<file path="config.mk">
export PLATFORM = sky130hd
export DESIGN_NAME = swm_ram
export DESIGN_NICKNAME = d
export VERILOG_FILES = /design/src/design/swm_ram.sv
export SDC_FILE = /design/constraint.sdc
export NUM_CORES = 1
export LEC_CHECK = 0
export BUFFER_PORTS_ARGS = -buffer_cell sky130_fd_sc_hd__buf_2
export CORE_MARGIN = 2
export CORE_UTILIZATION = 47
export CTS_CLUSTER_SIZE = 8
export DETAILED_ROUTE_END_ITERATION = 16
export GPL_TIMING_DRIVEN = 0
export PLACE_DENSITY = 0.69
export SLEW_MARGIN = 25
export SYNTH_ARGS = -nofsm -noshare
export SYNTH_HDL_FRONTEND = slang
export SYNTH_SLANG_ARGS = --single-unit
</file>
<file path="constraint.sdc">
create_clock -name clk -period 3.2 [get_ports clk]
set_input_delay 0.64 -clock clk [delete_from_list [all_inputs] [get_ports clk]]
set_output_delay 0.64 -clock clk [all_outputs]
set_load 0.005 [all_outputs]
</file>
<file path="src/design/swm_ram.sv">
`default_nettype none
module swm_ram #(
	parameter int WIDTH = 8,
	parameter int DEPTH = 16
) (
	input wire logic clk,
	input wire logic we,
	input wire logic [$clog2(DEPTH)-1:0] waddr,
	input wire logic [WIDTH-1:0] wdata,
	input wire logic re,
	input wire logic [$clog2(DEPTH)-1:0] raddr_a,
	input wire logic [$clog2(DEPTH)-1:0] raddr_b,
	output logic [WIDTH-1:0] rdata_a,
	output logic [WIDTH-1:0] rdata_b
);
	logic [WIDTH-1:0] mem [DEPTH];

	always_ff @(posedge clk) begin
		if (we)
			mem[waddr] <= wdata;
		if (re) begin
			rdata_a <= mem[raddr_a];
			rdata_b <= mem[raddr_b];
		end
	end
endmodule
`default_nettype wire

</file>
==> metrics <==
Via Count=3541; min cycle time layout=1950 ps; CTS Buf Count=17; Critical Path RT=3250 ps; final wirelength=15100 µm; RSZ-0062 raised after global routing=no; ys flop type=edfxtp_1; Root Driver=clkbuf_16; deepest clock path buffer count=2; #FFs+latches synth=144; Post CTS Setup Buffer Count=0; final hold vios=0; WL/cell=27.2 µm; hold slack final=605 ps; Clock Sinks=144; core area=13400 µm²; clock skew=4.27 ps; class of the tightest hold or removal check=input pin to flip-flop; Layout Area Growth over Synthesis=16.2%; post-synth top area share=66.5%; Overflow after GRT=0; Setup violations, final=0; global-route wire length before repair=21900 µm; Adder-Cell Fraction of Synth Area=0%; pwr dens=600 nW/µm²; Max Clock Freq=513 MHz; Syn Inst Count=307; Nets=387; overall routing resource usage=22.1%; Cell variety after synth=19; antenna viol nets, final=0; total I/O pin count=39; GPL Wtd Cong=0.785; crit end category=flip-flop; XOR/XNOR share of the synthesized area=0%; share of cells above drive strength 1=34.2%; Yosys top cell by area=edfxtp_1; die area=14800 µm²; sequential share of the synthesized area=66.5%; antenna cells=0; Max FO, Critical Path=8; CTS resizes=0; ys async rst share=0%; slowest cell delay on critical path=710 ps; status=completed; Synth warnings=0; worst vdd ir=0.000406 V; CTS H-tree depth=4; Compound-Gate Fraction of Synth Area=3.69%; max-cap viol count=0; final setup TNS=0 ps; die width=122 µm; initial core utilization=48.6%; most frequent cell after synthesis=edfxtp_1; syn_nets=330; CP Class=input pin to flip-flop; crit path launch type=input pin; Leakage=0.00257 µW; die height=122 µm; routed vias/inst=6.40; Starting DRT DRC Count=423; Avg Cell Area, Syn=21.2 µm²; DRC=0; Post-CTS Hold Buffers=0; critical path, cell by cell=buf_2, or3b_2, nor2_1; largest family of logic cells by synthesized area=multiplexers; mux share of post-synthesis cell area=23.8%; vias in the first global route=3633; Synth Area in Simple Gates=3.35%; TritonRoute pass-1 iters=5; post-route clock period utilization=60.9%; synth cell count leaders=144 x edfxtp_1, 34 x mux4_2, 32 x a22oi_1; initial antenna violation count=0; Synth Cell Area=6510 µm²; Reg clk slew, reported paths=60 ps; Slew @ Worst Pin=1020 ps; Post-synth EDFFs=144; Critical-path top delay cell=nor2_1; Slew Limit Headroom=31.6%; clk_lat worst skew=420 ps; Synth area leaders=edfxtp_1 66%, mux4_2 12%, mux4_1 11%, a22oi_1 3.7%, buf_6 1.0%; largest net degree at the start of global routing=17; filler cell count=995; num rows=42; Worst Path Arrival=2000 ps; post-DP HPWL=9870 µm; Slew Viols, Final=0; I/O Buffers=36; CTS tree=built
worst paths after layout:
path              start          to  slack (ps)  cells after the start
max            waddr[2]   mem[3][0]        1250                      3
min            wdata[7]  mem[15][7]         610                      1
max reg2reg   mem[3][0]  rdata_a[0]        1520                      3
min reg2reg  mem[14][6]  rdata_b[6]         770                      3
cells in the final DEF (no fill, tap or decap), types with 3 or more instances in the layout:
| cell type | n |
|---|---|
| edfxtp_1 | 144 |
| buf_2 | 42 |
| mux4_2 | 34 |
| a22oi_1 | 32 |
| mux4_1 | 28 |
| nand2_1 | 17 |
| clkbuf_16 | 17 |
| nor2_1 | 13 |
| buf_6 | 6 |
| clkdlybuf4s25_2 | 6 |
| buf_4 | 4 |
| nor3_2 | 4 |
| clkinvlp_4 | 4 |
| bufinv_16 | 4 |
| clkinv_1 | 3 |
kinds of logic (layout without fill, tap and decap cells):
kind of cell | after synthesis | in the layout
AO/OA/AOI/OAI | 32 | 32
buffers and inverters | 20 | 90
flip-flops | 144 | 144
multiplexers | 64 | 64
AND/OR/NAND/NOR | 47 | 47
metal layers:
metal	track usage (%)	wire, µm
met1	28.1	5700
met2	35.8	7670
met3	5.99	1300
met4	9.99	409
met5	0	0
registers in the layout (all words and copies together), names as in the netlist:
signal	count
mem	128
rdata_a	8
rdata_b	8
per-stage QoR:
stage / worst slack, ps / instances / area (µm²) / power, µW / utilization [%]
3_3_place_gp: 363 / 519 / 6910 / 2510 / 51.5
3_5_place_dp: 728 / 521 / 6940 / 2520 / 51.8
2_1_floorplan: 1070 / 307 / 6510 / 2380 / -
6_report: 1250 / 553 / 7560 / 4530 / 56.4
5_1_grt: 1190 / 553 / 7560 / 4670 / 56.4
4_1_cts: 1190 / 553 / 7560 / 4560 / 56.4
final cells by class:
cell class                 count  area [µm²]  share of cell area, %
buffer                        20         173                   2.28
tap                          176         220                   2.91
clock inverter                15         193                   2.55
multi-input combinational    143        2030                   26.9
sequential                   144        4320                   57.2
clock buffer                  17         425                   5.63
timing repair buffer          38         195                   2.58
power breakdown:
part	leakage [µW]	total, µW	switching [µW]	internal (µW)
registers	0.00132	2150	17.8	2140
clock network	0.000288	2060	760	1300
logic	0.000966	325	179	146
critical path, delay by kind of cell:
kind / cells / cell delay, ps
simple gates: 2 / 1240
buf+inv: 1 / 120
(Power assumes the default switching activity.)
