$ cat src/design/swm_pkg.sv
`default_nettype none
package swm_pkg;

	// Image geometry and cosine table resolution.
	localparam int IMG_WIDTH = 512;
	localparam int IMG_HEIGHT = 512;
	localparam int COS_TABLE_BITS = 10;

	// Field widths.
	localparam int MODE_W = 4;
	localparam int PIX_W = 9;
	localparam int COLOR_W = 8;

	// Configuration port.
	localparam int CFG_INDEX_W = 4;
	localparam int CFG_DATA_W = MODE_W;
	localparam logic [CFG_INDEX_W-1:0] REG_MODE_X = CFG_INDEX_W'(0);
	localparam logic [CFG_INDEX_W-1:0] REG_MODE_Y = CFG_INDEX_W'(1);
	localparam logic [MODE_W-1:0] MODE_RESET = MODE_W'(2);

	// Phase: a full turn is 4*QSTEPS.
	localparam int QSTEPS = 1 << COS_TABLE_BITS;
	localparam int PH_W = COS_TABLE_BITS + 2;
	localparam int ADDR_W = COS_TABLE_BITS + 1;
	localparam int COS_W = 15;

	// Constant division by (size - 1) through a reciprocal.
	localparam int PROD_W = MODE_W + PIX_W;
	localparam int NUM_W = PROD_W + COS_TABLE_BITS + 1;
	localparam int RECIP_W = NUM_W + 1;
	localparam int DIV_W = 12;
	localparam int REM_W = DIV_W + 1;
	localparam int KEEP_W = (PH_W > REM_W) ? PH_W : REM_W;
	localparam int DIV_X = IMG_WIDTH - 1;
	localparam int DIV_Y = IMG_HEIGHT - 1;
	localparam logic [DIV_W-1:0] DIV_X_V = DIV_W'(DIV_X);
	localparam logic [DIV_W-1:0] DIV_Y_V = DIV_W'(DIV_Y);
	localparam logic [RECIP_W-1:0] RECIP_X = RECIP_W'((64'd1 << NUM_W) / DIV_X);
	localparam logic [RECIP_W-1:0] RECIP_Y = RECIP_W'((64'd1 << NUM_W) / DIV_Y);

	// Colormap arithmetic, Q1.15.
	localparam int FRAC_W = 15;
	localparam int Q_W = 16;
	localparam logic [Q_W-1:0] ONE_Q15 = Q_W'(32768);
	localparam logic [COS_W-1:0] NODE_LIMIT = COS_W'(3276);
	localparam int NODE_GAIN = 10;
	localparam logic [COLOR_W-1:0] CMAX = COLOR_W'(255);

	// Items in flight from input register to output register.
	localparam int PIPE_DEPTH = 7;
	localparam int FLIGHT_W = $clog2(PIPE_DEPTH + 2);

	// Quarter-wave table, cos(k*pi/(2Q)) in unsigned Q0.15 for k = 0..Q.
	localparam longint unsigned HALF_PI_Q30 = 64'd1686629713;

	typedef logic [COS_W-1:0] cos_rom_t [0:QSTEPS];

	function automatic cos_rom_t cos_rom_init();
		cos_rom_t rom;
		longint unsigned theta;
		longint unsigned x2;
		longint unsigned term;
		longint acc;
		int k;
		for (k = 0; k <= QSTEPS; k++) begin
			theta = (longint'(k) * HALF_PI_Q30) >> COS_TABLE_BITS;
			x2 = (theta * theta) >> 30;
			term = 64'd1 << 30;
			acc = longint'(term);
			term = ((term * x2) >> 30) / 64'd2;   acc = acc - longint'(term);
			term = ((term * x2) >> 30) / 64'd12;  acc = acc + longint'(term);
			term = ((term * x2) >> 30) / 64'd30;  acc = acc - longint'(term);
			term = ((term * x2) >> 30) / 64'd56;  acc = acc + longint'(term);
			term = ((term * x2) >> 30) / 64'd90;  acc = acc - longint'(term);
			term = ((term * x2) >> 30) / 64'd132; acc = acc + longint'(term);
			term = ((term * x2) >> 30) / 64'd182; acc = acc - longint'(term);
			term = ((term * x2) >> 30) / 64'd240; acc = acc + longint'(term);
			term = ((term * x2) >> 30) / 64'd306; acc = acc - longint'(term);
			if (acc < 0)
				acc = 0;
			acc = (acc + 16384) >>> 15;
			if (acc > 32767)
				acc = 32767;
			rom[k] = COS_W'(acc);
		end
		return rom;
	endfunction

	localparam cos_rom_t COS_ROM = cos_rom_init();

	// Table addresses and sign flips leaving the phase stages.
	typedef struct packed {
		logic flip_x;
		logic [ADDR_W-1:0] addr_x;
		logic flip_y;
		logic [ADDR_W-1:0] addr_y;
	} phase_t;

	// Cosine magnitudes and sign flips entering the shading stages.
	typedef struct packed {
		logic flip_x;
		logic [COS_W-1:0] cos_x;
		logic flip_y;
		logic [COS_W-1:0] cos_y;
	} shade_in_t;

endpackage
`default_nettype wire

$ cat src/design/swm_shade.sv
`default_nettype none
module swm_shade (
	input wire logic clk,
	input wire logic arst_n,
	input wire logic in_valid,
	output logic in_ready,
	input wire swm_pkg::shade_in_t in_data,
	output logic out_valid,
	input wire logic out_ready,
	output logic [swm_pkg::COLOR_W-1:0] red,
	output logic [swm_pkg::COLOR_W-1:0] green,
	output logic [swm_pkg::COLOR_W-1:0] blue
);
	import swm_pkg::*;

	localparam int SQ_W = 2 * COS_W;
	localparam int LVL_W = COLOR_W + Q_W;
	localparam int GAIN_W = Q_W + 4;

	logic v_s5, v_s6, v_s7;
	logic en_s5, en_s6, en_s7;
	logic neg_s5;
	logic [COS_W-1:0] mag_s5;
	logic [COLOR_W-1:0] r_s6, g_s6, b_s6;
	logic [Q_W-1:0] m_s6;
	logic node_s6;
	logic [COLOR_W-1:0] red_s7, green_s7, blue_s7;

	logic [SQ_W-1:0] sq;
	logic neg_x, neg_y, cold;
	logic [LVL_W-1:0] lvl, white;
	logic [COLOR_W-1:0] shade;
	logic [GAIN_W-1:0] gain;

	function automatic logic [COLOR_W-1:0] blend(
		input logic [COLOR_W-1:0] c,
		input logic [Q_W-1:0] m,
		input logic [LVL_W-1:0] wt
	);
		logic [LVL_W-1:0] sum;
		sum = LVL_W'(c) * LVL_W'(m) + wt;
		return sum[FRAC_W +: COLOR_W];
	endfunction

	assign en_s7 = !v_s7 || out_ready;
	assign en_s6 = !v_s6 || en_s7;
	assign en_s5 = !v_s5 || en_s6;
	assign in_ready = en_s5;
	assign out_valid = v_s7;

	// Stage 5: pressure magnitude and sign; a zero cosine carries no sign.
	assign sq = SQ_W'(in_data.cos_x) * SQ_W'(in_data.cos_y);
	assign neg_x = in_data.flip_x && (in_data.cos_x != '0);
	assign neg_y = in_data.flip_y && (in_data.cos_y != '0);

	// Stage 6: diverging colormap level and node weight.
	assign lvl = LVL_W'(ONE_Q15 - Q_W'(mag_s5)) * LVL_W'(CMAX);
	assign shade = lvl[FRAC_W +: COLOR_W];
	assign cold = neg_s5 && (mag_s5 != '0);
	assign gain = GAIN_W'(mag_s5) * GAIN_W'(NODE_GAIN);

	// Stage 7: white share of the blend.
	assign white = LVL_W'(ONE_Q15 - m_s6) * LVL_W'(CMAX);

	always_ff @(posedge clk or negedge arst_n) begin
		if (!arst_n) begin
			v_s5 <= 1'b0;
			v_s6 <= 1'b0;
			v_s7 <= 1'b0;
		end else begin
			if (en_s5)
				v_s5 <= in_valid;
			if (en_s6)
				v_s6 <= v_s5;
			if (en_s7)
				v_s7 <= v_s6;
		end
	end

	always_ff @(posedge clk) begin
		if (en_s5) begin
			mag_s5 <= sq[SQ_W-1:FRAC_W];
			neg_s5 <= neg_x ^ neg_y;
		end
		if (en_s6) begin
			r_s6 <= cold ? shade : CMAX;
			g_s6 <= shade;
			b_s6 <= cold ? CMAX : shade;
			node_s6 <= (mag_s5 <= NODE_LIMIT);
			m_s6 <= gain[Q_W-1:0];
		end
		if (en_s7) begin
			if (node_s6) begin
				red_s7 <= blend(r_s6, m_s6, white);
				green_s7 <= blend(g_s6, m_s6, white);
				blue_s7 <= blend(b_s6, m_s6, white);
			end else begin
				red_s7 <= r_s6;
				green_s7 <= g_s6;
				blue_s7 <= b_s6;
			end
		end
	end

	assign red = red_s7;
	assign green = green_s7;
	assign blue = blue_s7;
endmodule
`default_nettype wire

$ cat config.mk
export PLATFORM = sky130hd
export DESIGN_NAME = swm_shade
export DESIGN_NICKNAME = d
export VERILOG_FILES = /design/src/design/swm_pkg.sv /design/src/design/swm_shade.sv
export SDC_FILE = /design/constraint.sdc
export NUM_CORES = 2
export LEC_CHECK = 0
export ABC_AREA = 1
export BUFFER_PORTS_ARGS = -buffer_cell sky130_fd_sc_hd__buf_2
export CORE_MARGIN = 1.5
export CORE_UTILIZATION = 60
export CTS_BUF_LIST = sky130_fd_sc_hd__clkbuf_16
export CTS_CLUSTER_DIAMETER = 100
export CTS_CLUSTER_SIZE = 16
export DETAILED_ROUTE_END_ITERATION = 6
export PLACE_DENSITY = 0.77
export SETUP_SLACK_MARGIN = 0.02
export SLEW_MARGIN = 10
export SYNTH_ARGS = -nofsm -noshare
export SYNTH_HDL_FRONTEND = slang
export SYNTH_SLANG_ARGS = --single-unit
export TNS_END_PERCENT = 30
$ cat constraint.sdc
create_clock -name clk -period 14.8 [get_ports clk]
set_clock_uncertainty 0.1 [all_clocks]
set_input_delay 0 -clock clk [delete_from_list [all_inputs] [get_ports clk]]
set_output_delay 0 -clock clk [all_outputs]
set_load 0.01 [all_outputs]
==> metrics <==
status finished clean; gate count of the mapped netlist 4,490; fin crit period 7.23 ns; RSZ-0062 raised after global routing false; Die Wd between 200 and 250 um; max_cap viols 0; DRT iter0 DRCs roughly 1,900; post-synthesis mux area share 0; Synth Area in Adders 0.465; Slew Viols, Final 0; area leader, netlist fa_1; drt first pass iters 6; DR DRC count 0; cell with the most instances after synthesis inv_1; xor/xnor share of the synthesized area 0.0385; grt ovf 0; ys flop type edfxtp_1; all-layer global routing usage 0.298; routed length per placed instance approximately 16 um; Seq/Total Area, Yosys 0.0758; EDFF count, synth 80; TritonCTS Buffers 9; vias in the first global route 27,200; part of the cycle the worst path needs 0.489; Mapped Area roughly 33,000 um2; vias per inst around 5.3; worst path arrival time roughly 7.3 ns; htree depth 3; Clock Pin Slew Worst Setup and Hold Paths 0.09 ns; list of most frequent post-synthesis cells 1,232 x inv_1, 1,218 x nand2_1, 524 x fa_1, 375 x ha_1; clk buf depth 2; Core Region 53,800 um2; clock net sink count 83; syn_area_per_cell ~7.3 um2; critical-path maximum fanout 29; setup TNS 0 ns; share of layout cells above drive strength 1 0.0359; Resized Gates After CTS 0; Async SR Flop Fraction 0.0361; Clk Latency, worst-skew pair about 0.4 ns; Die Span Y approximately 240 um; Yosys reg bits between 80 and 90; Synth Area in Compound Gates 0.0527; YS warnings 0; Finish-stage setup viols 0; Simple-Gate Fraction of Synth Area 0.207; # nets final approximately 5,400; endpoints failing hold 0; post-CTS setup buffer count 0; class of the worst hold path in -> reg; HPWL Detailed ~67,000 um; gpl congestion 1.01; area grow syn2layout 3.20%; Worst Path Required roughly 15 ns; port bufs between 60 and 70; initial core utilization 0.607; top-area cell type share of the netlist area 0.321; num rows 85; CP startpoint kind register; Slew HR 0.269; Post-DRT Antenna Nets 0; WS Path Type reg -> reg; synth unique cells 52; initial antenna violation count 0; Post-Route WL roughly 80,000 um; fill count slightly below 5,000; Critical Path Slowest Stage Cell fa_1; CTS tree built; first-pass GRT wire length roughly 130,000 um; largest cells by area after synthesis fa_1 32%, ha_1 14%, inv_1 14%; Critical Path Max Stage Delay between 0.5 and 0.6 ns; fmax 138 MHz; pin count of the biggest net entering global routing between 40 and 50; syn nets 5,425; Vias 27,200; Antenna Cells 0; crit end category register; Die ar. approximately 56,000 um2; Root Driver clkbuf_16; main combinational cell family by area after synthesis adder cells; Tightest Pin Transition between 1 and 1.5 ns; I/O Pins just over 60
-- routing by layer --
metal	track usage	wire, um
met3	0.0421	5930
met1	0.390	33600
met2	0.499	37700
met4	0.116	3150
met5	0	0
-- worst max-delay path, delay by kind of cell (launching register included) --
kind,cells,cell delay (ns)
fa+ha+maj,6,2.73
simple gates,15,1.55
xor+xnor,2,0.83
buf+inv,8,0.81
compound gates,3,0.58
flops,1,0.37
-- metrics by stage --
stage / std cells / area, um2 / util / worst slack (ns) / hold WS [ns]
after global placement: 5109 / 33400 / 0.620 / 7.71 / -0.303
after floorplan: 4490 / 32700 / - / 8.56 / -0.396
after global routing: 5128 / 33700 / 0.627 / 7.10 / 0.0130
after CTS: 5128 / 33700 / 0.627 / 7.55 / 0.0185
final: 5128 / 33700 / 0.627 / 7.57 / 0.0302
after detailed placement: 5109 / 33400 / 0.620 / 7.57 / -0.303
-- final cells by class --
type / count / area (um2) / area share
inverters: 1243 / 4670 / 0.138
clock inverters: 7 / 76.3 / 0.00226
well taps: 696 / 871 / 0.0258
flip-flops and latches: 83 / 2480 / 0.0735
clock buffers: 9 / 225 / 0.00668
repair buffers: 82 / 470 / 0.0140
multi-input cells: 3008 / 24900 / 0.739
-- layout by cell type (no fill, tap or decap), drive strengths merged, types with 8 or more instances in the layout --
master,instances
or2,8
nor2,157
clkbuf,9
nand2,1237
xor2,98
buf,79
ha,375
edfxtp,80
inv,1248
xnor2,44
nor3,26
nand4,38
a21oi,170
a31oi,11
o21ai,81
o21a,8
fa,524
o21bai,12
nand3,167
nor4,14
-- sequential cells by signal, indices dropped and copies added (netlist names) --
register	count
m_s6	15
mag_s5	15
b_s6	8
blue	8
g_s6	8
green	8
r_s6	8
red	8
neg_s5	1
node_s6	1
out_valid	1
v_s5	1
v_s6	1
-- cell families (layout without fill, tap and decap cells) --
kind of cell | Yosys count | in the layout
and+or+nand+nor | 1658 | 1658
buffers and inverters | 1399 | 1341
adders and majority gates | 899 | 899
AOI/OAI and AO/OA | 309 | 309
xor gates and xnor gates | 142 | 142
DFF | 83 | 83
-- final timing paths --
| check | from | to | slack (ns) | cells after the start |
|---|---|---|---|---|
| worst max-delay path | m_s6[3] | red[7] | 7.57 | 34 |
| worst min-delay path | in_data[31] | neg_s5 | 0.03 | 3 |
| worst max register to register | m_s6[3] | red[7] | 7.57 | 34 |
| worst min register to register | v_s6 | out_valid | 0.37 | 2 |
| max in group asynchronous | arst_n | v_s5 | 14.10 | 3 |
| min in group asynchronous | arst_n | out_valid | 0.36 | 3 |
-- timing repair --
item	CTS	global route
hold buffers	3	0
endpoints found under the hold margin	4	0
endpoints found under the setup margin	0	0
Power is not shown: default switching activity piles up to over one toggle a cycle in this logic, so the estimate is an artifact.
