$ cat config.mk
export PLATFORM = sky130hd
export DESIGN_NAME = swm_phase
export DESIGN_NICKNAME = d
export VERILOG_FILES = /design/src/design/swm_pkg.sv /design/src/design/swm_phase.sv
export SDC_FILE = /design/constraint.sdc
export NUM_CORES = 1
export LEC_CHECK = 0
export BUFFER_PORTS_ARGS = -buffer_cell sky130_fd_sc_hd__buf_2
export CORE_ASPECT_RATIO = 0.75
export CORE_MARGIN = 2
export CORE_UTILIZATION = 25
export CTS_CLUSTER_SIZE = 16
export DETAILED_ROUTE_END_ITERATION = 12
export GPL_TIMING_DRIVEN = 0
export PLACE_DENSITY = 0.49
export SLEW_MARGIN = 5
export SYNTH_ARGS = -nofsm -noshare
export SYNTH_HDL_FRONTEND = slang
export SYNTH_SLANG_ARGS = --single-unit
$ cat constraint.sdc
create_clock -name clk -period 4.51 [get_ports clk]
set_input_delay 0.451 -clock clk [delete_from_list [all_inputs] [get_ports clk]]
set_output_delay 0.451 -clock clk [all_outputs]
set_load 0.05 [all_outputs]
$ cat src/design/swm_pkg.sv
`default_nettype none
package swm_pkg;

	// Image geometry and cosine table resolution.
	localparam int IMG_WIDTH = 512;
	localparam int IMG_HEIGHT = 512;
	localparam int COS_TABLE_BITS = 10;

	// Field widths.
	localparam int MODE_W = 4;
	localparam int PIX_W = 9;
	localparam int COLOR_W = 8;

	// Configuration port.
	localparam int CFG_INDEX_W = 4;
	localparam int CFG_DATA_W = MODE_W;
	localparam logic [CFG_INDEX_W-1:0] REG_MODE_X = CFG_INDEX_W'(0);
	localparam logic [CFG_INDEX_W-1:0] REG_MODE_Y = CFG_INDEX_W'(1);
	localparam logic [MODE_W-1:0] MODE_RESET = MODE_W'(2);

	// Phase: a full turn is 4*QSTEPS.
	localparam int QSTEPS = 1 << COS_TABLE_BITS;
	localparam int PH_W = COS_TABLE_BITS + 2;
	localparam int ADDR_W = COS_TABLE_BITS + 1;
	localparam int COS_W = 15;

	// Constant division by (size - 1) through a reciprocal.
	localparam int PROD_W = MODE_W + PIX_W;
	localparam int NUM_W = PROD_W + COS_TABLE_BITS + 1;
	localparam int RECIP_W = NUM_W + 1;
	localparam int DIV_W = 12;
	localparam int REM_W = DIV_W + 1;
	localparam int KEEP_W = (PH_W > REM_W) ? PH_W : REM_W;
	localparam int DIV_X = IMG_WIDTH - 1;
	localparam int DIV_Y = IMG_HEIGHT - 1;
	localparam logic [DIV_W-1:0] DIV_X_V = DIV_W'(DIV_X);
	localparam logic [DIV_W-1:0] DIV_Y_V = DIV_W'(DIV_Y);
	localparam logic [RECIP_W-1:0] RECIP_X = RECIP_W'((64'd1 << NUM_W) / DIV_X);
	localparam logic [RECIP_W-1:0] RECIP_Y = RECIP_W'((64'd1 << NUM_W) / DIV_Y);

	// Colormap arithmetic, Q1.15.
	localparam int FRAC_W = 15;
	localparam int Q_W = 16;
	localparam logic [Q_W-1:0] ONE_Q15 = Q_W'(32768);
	localparam logic [COS_W-1:0] NODE_LIMIT = COS_W'(3276);
	localparam int NODE_GAIN = 10;
	localparam logic [COLOR_W-1:0] CMAX = COLOR_W'(255);

	// Items in flight from input register to output register.
	localparam int PIPE_DEPTH = 7;
	localparam int FLIGHT_W = $clog2(PIPE_DEPTH + 2);

	// Quarter-wave table, cos(k*pi/(2Q)) in unsigned Q0.15 for k = 0..Q.
	localparam longint unsigned HALF_PI_Q30 = 64'd1686629713;

	typedef logic [COS_W-1:0] cos_rom_t [0:QSTEPS];

	function automatic cos_rom_t cos_rom_init();
		cos_rom_t rom;
		longint unsigned theta;
		longint unsigned x2;
		longint unsigned term;
		longint acc;
		int k;
		for (k = 0; k <= QSTEPS; k++) begin
			theta = (longint'(k) * HALF_PI_Q30) >> COS_TABLE_BITS;
			x2 = (theta * theta) >> 30;
			term = 64'd1 << 30;
			acc = longint'(term);
			term = ((term * x2) >> 30) / 64'd2;   acc = acc - longint'(term);
			term = ((term * x2) >> 30) / 64'd12;  acc = acc + longint'(term);
			term = ((term * x2) >> 30) / 64'd30;  acc = acc - longint'(term);
			term = ((term * x2) >> 30) / 64'd56;  acc = acc + longint'(term);
			term = ((term * x2) >> 30) / 64'd90;  acc = acc - longint'(term);
			term = ((term * x2) >> 30) / 64'd132; acc = acc + longint'(term);
			term = ((term * x2) >> 30) / 64'd182; acc = acc - longint'(term);
			term = ((term * x2) >> 30) / 64'd240; acc = acc + longint'(term);
			term = ((term * x2) >> 30) / 64'd306; acc = acc - longint'(term);
			if (acc < 0)
				acc = 0;
			acc = (acc + 16384) >>> 15;
			if (acc > 32767)
				acc = 32767;
			rom[k] = COS_W'(acc);
		end
		return rom;
	endfunction

	localparam cos_rom_t COS_ROM = cos_rom_init();

	// Table addresses and sign flips leaving the phase stages.
	typedef struct packed {
		logic flip_x;
		logic [ADDR_W-1:0] addr_x;
		logic flip_y;
		logic [ADDR_W-1:0] addr_y;
	} phase_t;

	// Cosine magnitudes and sign flips entering the shading stages.
	typedef struct packed {
		logic flip_x;
		logic [COS_W-1:0] cos_x;
		logic flip_y;
		logic [COS_W-1:0] cos_y;
	} shade_in_t;

endpackage
`default_nettype wire

$ cat src/design/swm_phase.sv
`default_nettype none
module swm_phase (
	input wire logic clk,
	input wire logic arst_n,
	input wire logic in_valid,
	output logic in_ready,
	input wire logic [swm_pkg::PIX_W-1:0] x_pixel,
	input wire logic [swm_pkg::PIX_W-1:0] y_pixel,
	input wire logic [swm_pkg::MODE_W-1:0] mode_x,
	input wire logic [swm_pkg::MODE_W-1:0] mode_y,
	output logic out_valid,
	input wire logic out_ready,
	output swm_pkg::phase_t out_data
);
	import swm_pkg::*;

	localparam int MUL_W = PROD_W + RECIP_W;
	localparam int BACK_W = KEEP_W + DIV_W;

	logic v_s1, v_s2, v_s3;
	logic en_s1, en_s2, en_s3;
	logic [PROD_W-1:0] ax_s1, ay_s1, ax_s2, ay_s2;
	logic [KEEP_W-1:0] qx_s2, qy_s2;
	logic [PH_W-1:0] phx_s3, phy_s3;
	logic [MUL_W-1:0] mul_x, mul_y;

	// Quotient estimate is low by at most one; fix it with the remainder.
	function automatic logic [PH_W-1:0] fix_phase(
		input logic [PROD_W-1:0] a,
		input logic [KEEP_W-1:0] q0,
		input logic [DIV_W-1:0] div
	);
		logic [NUM_W-1:0] num;
		logic [BACK_W-1:0] back;
		logic [REM_W-1:0] rem;
		logic [KEEP_W-1:0] q;
		num = NUM_W'(a) << (COS_TABLE_BITS + 1);
		back = BACK_W'(q0) * BACK_W'(div);
		rem = num[REM_W-1:0] - back[REM_W-1:0];
		q = (rem >= REM_W'(div)) ? q0 + 1'b1 : q0;
		return q[PH_W-1:0];
	endfunction

	// Odd quadrants read the table mirrored; quadrants one and two negate.
	function automatic logic [ADDR_W:0] map_quad(input logic [PH_W-1:0] ph);
		logic [1:0] quad;
		logic [ADDR_W-1:0] r;
		quad = ph[PH_W-1:COS_TABLE_BITS];
		r = ADDR_W'(ph[COS_TABLE_BITS-1:0]);
		return {quad[1] ^ quad[0], quad[0] ? ADDR_W'(QSTEPS) - r : r};
	endfunction

	assign en_s3 = !v_s3 || out_ready;
	assign en_s2 = !v_s2 || en_s3;
	assign en_s1 = !v_s1 || en_s2;
	assign in_ready = en_s1;
	assign out_valid = v_s3;

	assign mul_x = MUL_W'(ax_s1) * MUL_W'(RECIP_X);
	assign mul_y = MUL_W'(ay_s1) * MUL_W'(RECIP_Y);

	always_ff @(posedge clk or negedge arst_n) begin
		if (!arst_n) begin
			v_s1 <= 1'b0;
			v_s2 <= 1'b0;
			v_s3 <= 1'b0;
		end else begin
			if (en_s1)
				v_s1 <= in_valid;
			if (en_s2)
				v_s2 <= v_s1;
			if (en_s3)
				v_s3 <= v_s2;
		end
	end

	always_ff @(posedge clk) begin
		if (en_s1) begin
			ax_s1 <= PROD_W'(mode_x) * PROD_W'(x_pixel);
			ay_s1 <= PROD_W'(mode_y) * PROD_W'(y_pixel);
		end
		if (en_s2) begin
			ax_s2 <= ax_s1;
			ay_s2 <= ay_s1;
			qx_s2 <= mul_x[PROD_W +: KEEP_W];
			qy_s2 <= mul_y[PROD_W +: KEEP_W];
		end
		if (en_s3) begin
			phx_s3 <= fix_phase(ax_s2, qx_s2, DIV_X_V);
			phy_s3 <= fix_phase(ay_s2, qy_s2, DIV_Y_V);
		end
	end

	assign {out_data.flip_x, out_data.addr_x} = map_quad(phx_s3);
	assign {out_data.flip_y, out_data.addr_y} = map_quad(phy_s3);
endmodule
`default_nettype wire

==> impl_metrics.tcl <==
set metrics [dict create \
    outcome "finished, violations left" \
    violations "negative setup slack" \
    crit_fanout 5 \
    port_buffers 49 \
    drive_above_1_share 0.224 \
    grt_pass1_vias 6443 \
    initialDrtViolationCount 262 \
    grt_max_degree 26 \
    antenna_found_initial 0 \
    path_cells "buf_6 > fa_2 > inv_2 > fa_1 > fa_1 > fa_1 > ha_4 > ha_4 > nand3_4 > a2111oi_4 > nor2_1 > a211o_1 > xnor2_2 > nand4_4 > clkbuf_16 > xnor2_1" \
    place_congestion 0.782 \
    place_area_mm2 0.0106 \
    finalSetupViolations 24 \
    holdPathStages 2 \
    grt_first_pass_wirelength_um 33600 \
    cpMostUsedCell "fa_1" \
    cts_buffers 9 \
    rows 61 \
    finalCritPeriodShare 1.12 \
    ff2ff_setup_slack_ns -0.56 \
    wire_per_inst_um 13.0 \
    num_vias 6160 \
    finalCriticalPeriod_ns 5.07 \
    netlist_area_mm2 0.00939 \
    synth_edf_count 80 \
    path_buf_inv 3 \
    synth_cell_type_count 54 \
    syn2layout_area_growth_pct 24.1 \
    ys_ff_latch 83 \
    clock_skew_ns 0.00852 \
    dpl.hpwl_um 16000 \
    hold_violations 0 \
    critical_path_required_ns 4.59 \
    cpPeakStageDelay_ns 0.60 \
    track_usage 0.106 \
    yosys_warnings 0 \
    worst-r2r-cell-count 16 \
    ioPinCount 56 \
    crit_family "adder cells" \
    critPathSlowestCell "fa_2" \
    crit_arrival_ns 5.16 \
    endpoint_kind "register" \
    cp-start-kind "register" \
    synth_top_flop_cell "edfxtp_1" \
    core_area_mm2 0.0370 \
    fmax_mhz 197 \
    numClockSinks 83 \
    drv_cap 0 \
    cts.path.max_buffers 2 \
    cts_tree "yes" \
    fin_cells 1496 \
    seq_area_frac_synth 0.264 \
    place_inst 1429 \
    die_y_um 172 \
    min_to "v_s1" \
    finish.utilization 0.315 \
    overflow 0 \
    dieArea_mm2 0.0392 \
    clk_pin_slew_ns 0.06 \
    synth.avg_cell_area_um2 10.8 \
    n_antenna_cell 0 \
    routed_via_density 4.12 \
    dr.pass1.iters 4 \
    htree_levels 3 \
    hold_path.startpoint "in_valid" \
    drc 0 \
    r2r-end "phx_s3[0]" \
    place_ws_ns -0.825 \
    rsz0062_at_grt "yes" \
    critical_path_class "reg -> reg" \
    worst_slew_pin_slew_ns 1.21 \
    hold_path_class "in -> reg" \
    drt_wl_total_um 19500 \
    final-max-slew-violation-count 0 \
    syn_nets 1134 \
    netlist_instances 873 \
    root_buffer "clkbuf_16" \
    postSynth.asyncResetShare 0.0361 \
    relSlewSlack 0.196 \
    ant_nets 0 \
    rr_startpoint "qx_s2[5]" \
    final_area_mm2 0.0117 \
    worst_slack_ns -0.562 \
    clkLatencyLatePin_ns 0.35 \
    final_nets 1248 \
    initial_utilization 0.254 \
    die_x_um 228 \
]
==> metal layers <==
layer  routed length [µm]  track usage  up-vias
li1                     -            -     3128
met1                11000        0.166     2953
met2                 7750        0.152       70
met3                  508       0.0165        9
met4                  150       0.0220        0
met5                    0            0        -
==> synth_stat cells (2+ instances only) <==
master     number  area share
xnor2_1        86       0.080
o41ai_1         2      0.0019
nand2b_1       10      0.0067
fa_1           98        0.21
a211oi_1        2      0.0016
nor4_1          5      0.0033
a21o_1         10      0.0080
buf_6           2      0.0024
nor2_1         19      0.0076
nand3_1        12      0.0064
clkbuf_1        9      0.0036
nand4_1         8      0.0053
nor3_2          2      0.0021
inv_1         134       0.054
o31ai_1         4      0.0032
and3_1          6      0.0040
a21oi_1        24       0.013
xor2_1         21       0.020
nand3_2         4      0.0043
o21ai_0        18      0.0096
or3_1          10      0.0067
nand2_1        70       0.028
or2_2           2      0.0013
a31oi_1         3      0.0020
ha_1          133        0.18
nor2b_1         6      0.0040
edfxtp_1       80        0.26
dfrtp_1         3      0.0080
buf_4           2      0.0016
nor4b_1         2      0.0019
o21bai_1        8      0.0064
nor3_1         13      0.0069
mux2i_1         6      0.0064
and2_1         36       0.024
o2111ai_1       2      0.0019
a2111oi_2       2      0.0032
nand3b_1        2      0.0016
==> how the worst max path moves through the flow <==
stage | from | cells past startpoint | slack (ns) | endpoint
floorplan | qx_s2[1] | 17 | -0.24 | phx_s3[11]
global placement | qx_s2[1] | 16 | -0.82 | phx_s3[4]
detailed placement | qx_s2[1] | 18 | -0.82 | phx_s3[11]
CTS | qx_s2[5] | 17 | -0.55 | phx_s3[11]
global route | qx_s2[5] | 21 | -0.73 | phx_s3[11]
finish | qx_s2[5] | 16 | -0.56 | phx_s3[0]
==> state kept, by name (all words and copies together) (netlist names) <==
register and count:
ay_s1 13, out_valid 1, qy_s2 13, phx_s3 12
ax_s1 13, phy_s3 12, ay_s2 2, ax_s2 2
v_s2 1, qx_s2 13, v_s1 1
==> logic make-up (layout without fill, tap and decap cells) <==
| logic type | after synthesis | in the layout | synth area share |
|---|---|---|---|
| multiplexers | 6 | 6 | 0.00639 |
| XOR/XNOR | 107 | 107 | 0.0998 |
| buffers and inverters | 147 | 266 | 0.0611 |
| AND/OR/NAND/NOR | 216 | 216 | 0.124 |
| flip-flops | 83 | 83 | 0.264 |
| adder cells (fa/ha/maj) | 231 | 231 | 0.386 |
| AO/OA/AOI/OAI | 83 | 83 | 0.0586 |
==> area by class of cell <==
class / instances / area (µm²)
Tap cell: 504 / 631
Fill cell: 3824 / 25400
Timing Repair Buffer: 103 / 729
Clock inverter: 5 / 85.1
Clock buffer: 11 / 233
Sequential cell: 83 / 2480
Inverter: 134 / 503
Multi-Input combinational cell: 643 / 6920
Buffer: 13 / 78.8
==> placed cells by master (no fill, tap or decap), types with 6 or more instances in the layout <==
cell	synthesis	layout
inv_1	134	118
nand2b_1	10	10
nand2_1	70	62
o21bai_1	8	8
o21ai_0	18	16
fa_1	98	89
edfxtp_1	80	80
xnor2_1	86	75
clkbuf_1	9	11
buf_4	2	45
a21oi_1	24	22
ha_1	133	111
nor2_1	19	18
a21o_1	10	10
and3_1	6	6
xnor2_2	0	11
or3_1	10	9
ha_4	0	17
clkbuf_16	0	11
buf_2	0	49
nand3_1	12	6
fa_2	0	9
nand3_2	4	6
xor2_1	21	21
nor3_1	13	12
and2_1	36	35
nand4_1	8	8
inv_2	0	16
nor2b_1	6	6
==> stage by stage <==
| stage | hold WS [ns] | TNS, ns |
|---|---|---|
| floorplan | 0.155 | -2.87 |
| global placement | 0.250 | -16.46 |
| detailed placement | 0.249 | -16.09 |
| CTS | 0.324 | -11.32 |
| global route | 0.324 | -15.89 |
| finish | 0.325 | -11.46 |
==> repair_timing <==
item / 4_1_cts / 5_1_grt
gates cloned: 1 / 1
gates resized for setup: 57 / 17
hold buffers: 1 / 0
endpoints found under the setup margin: 24 / 24
pin swaps: 18 / 12
setup buffers: 38 / 10
endpoints found under the hold margin: 3 / 0
Power is not shown: default switching activity piles up to over one toggle a cycle in this logic, so the estimate is an artifact.
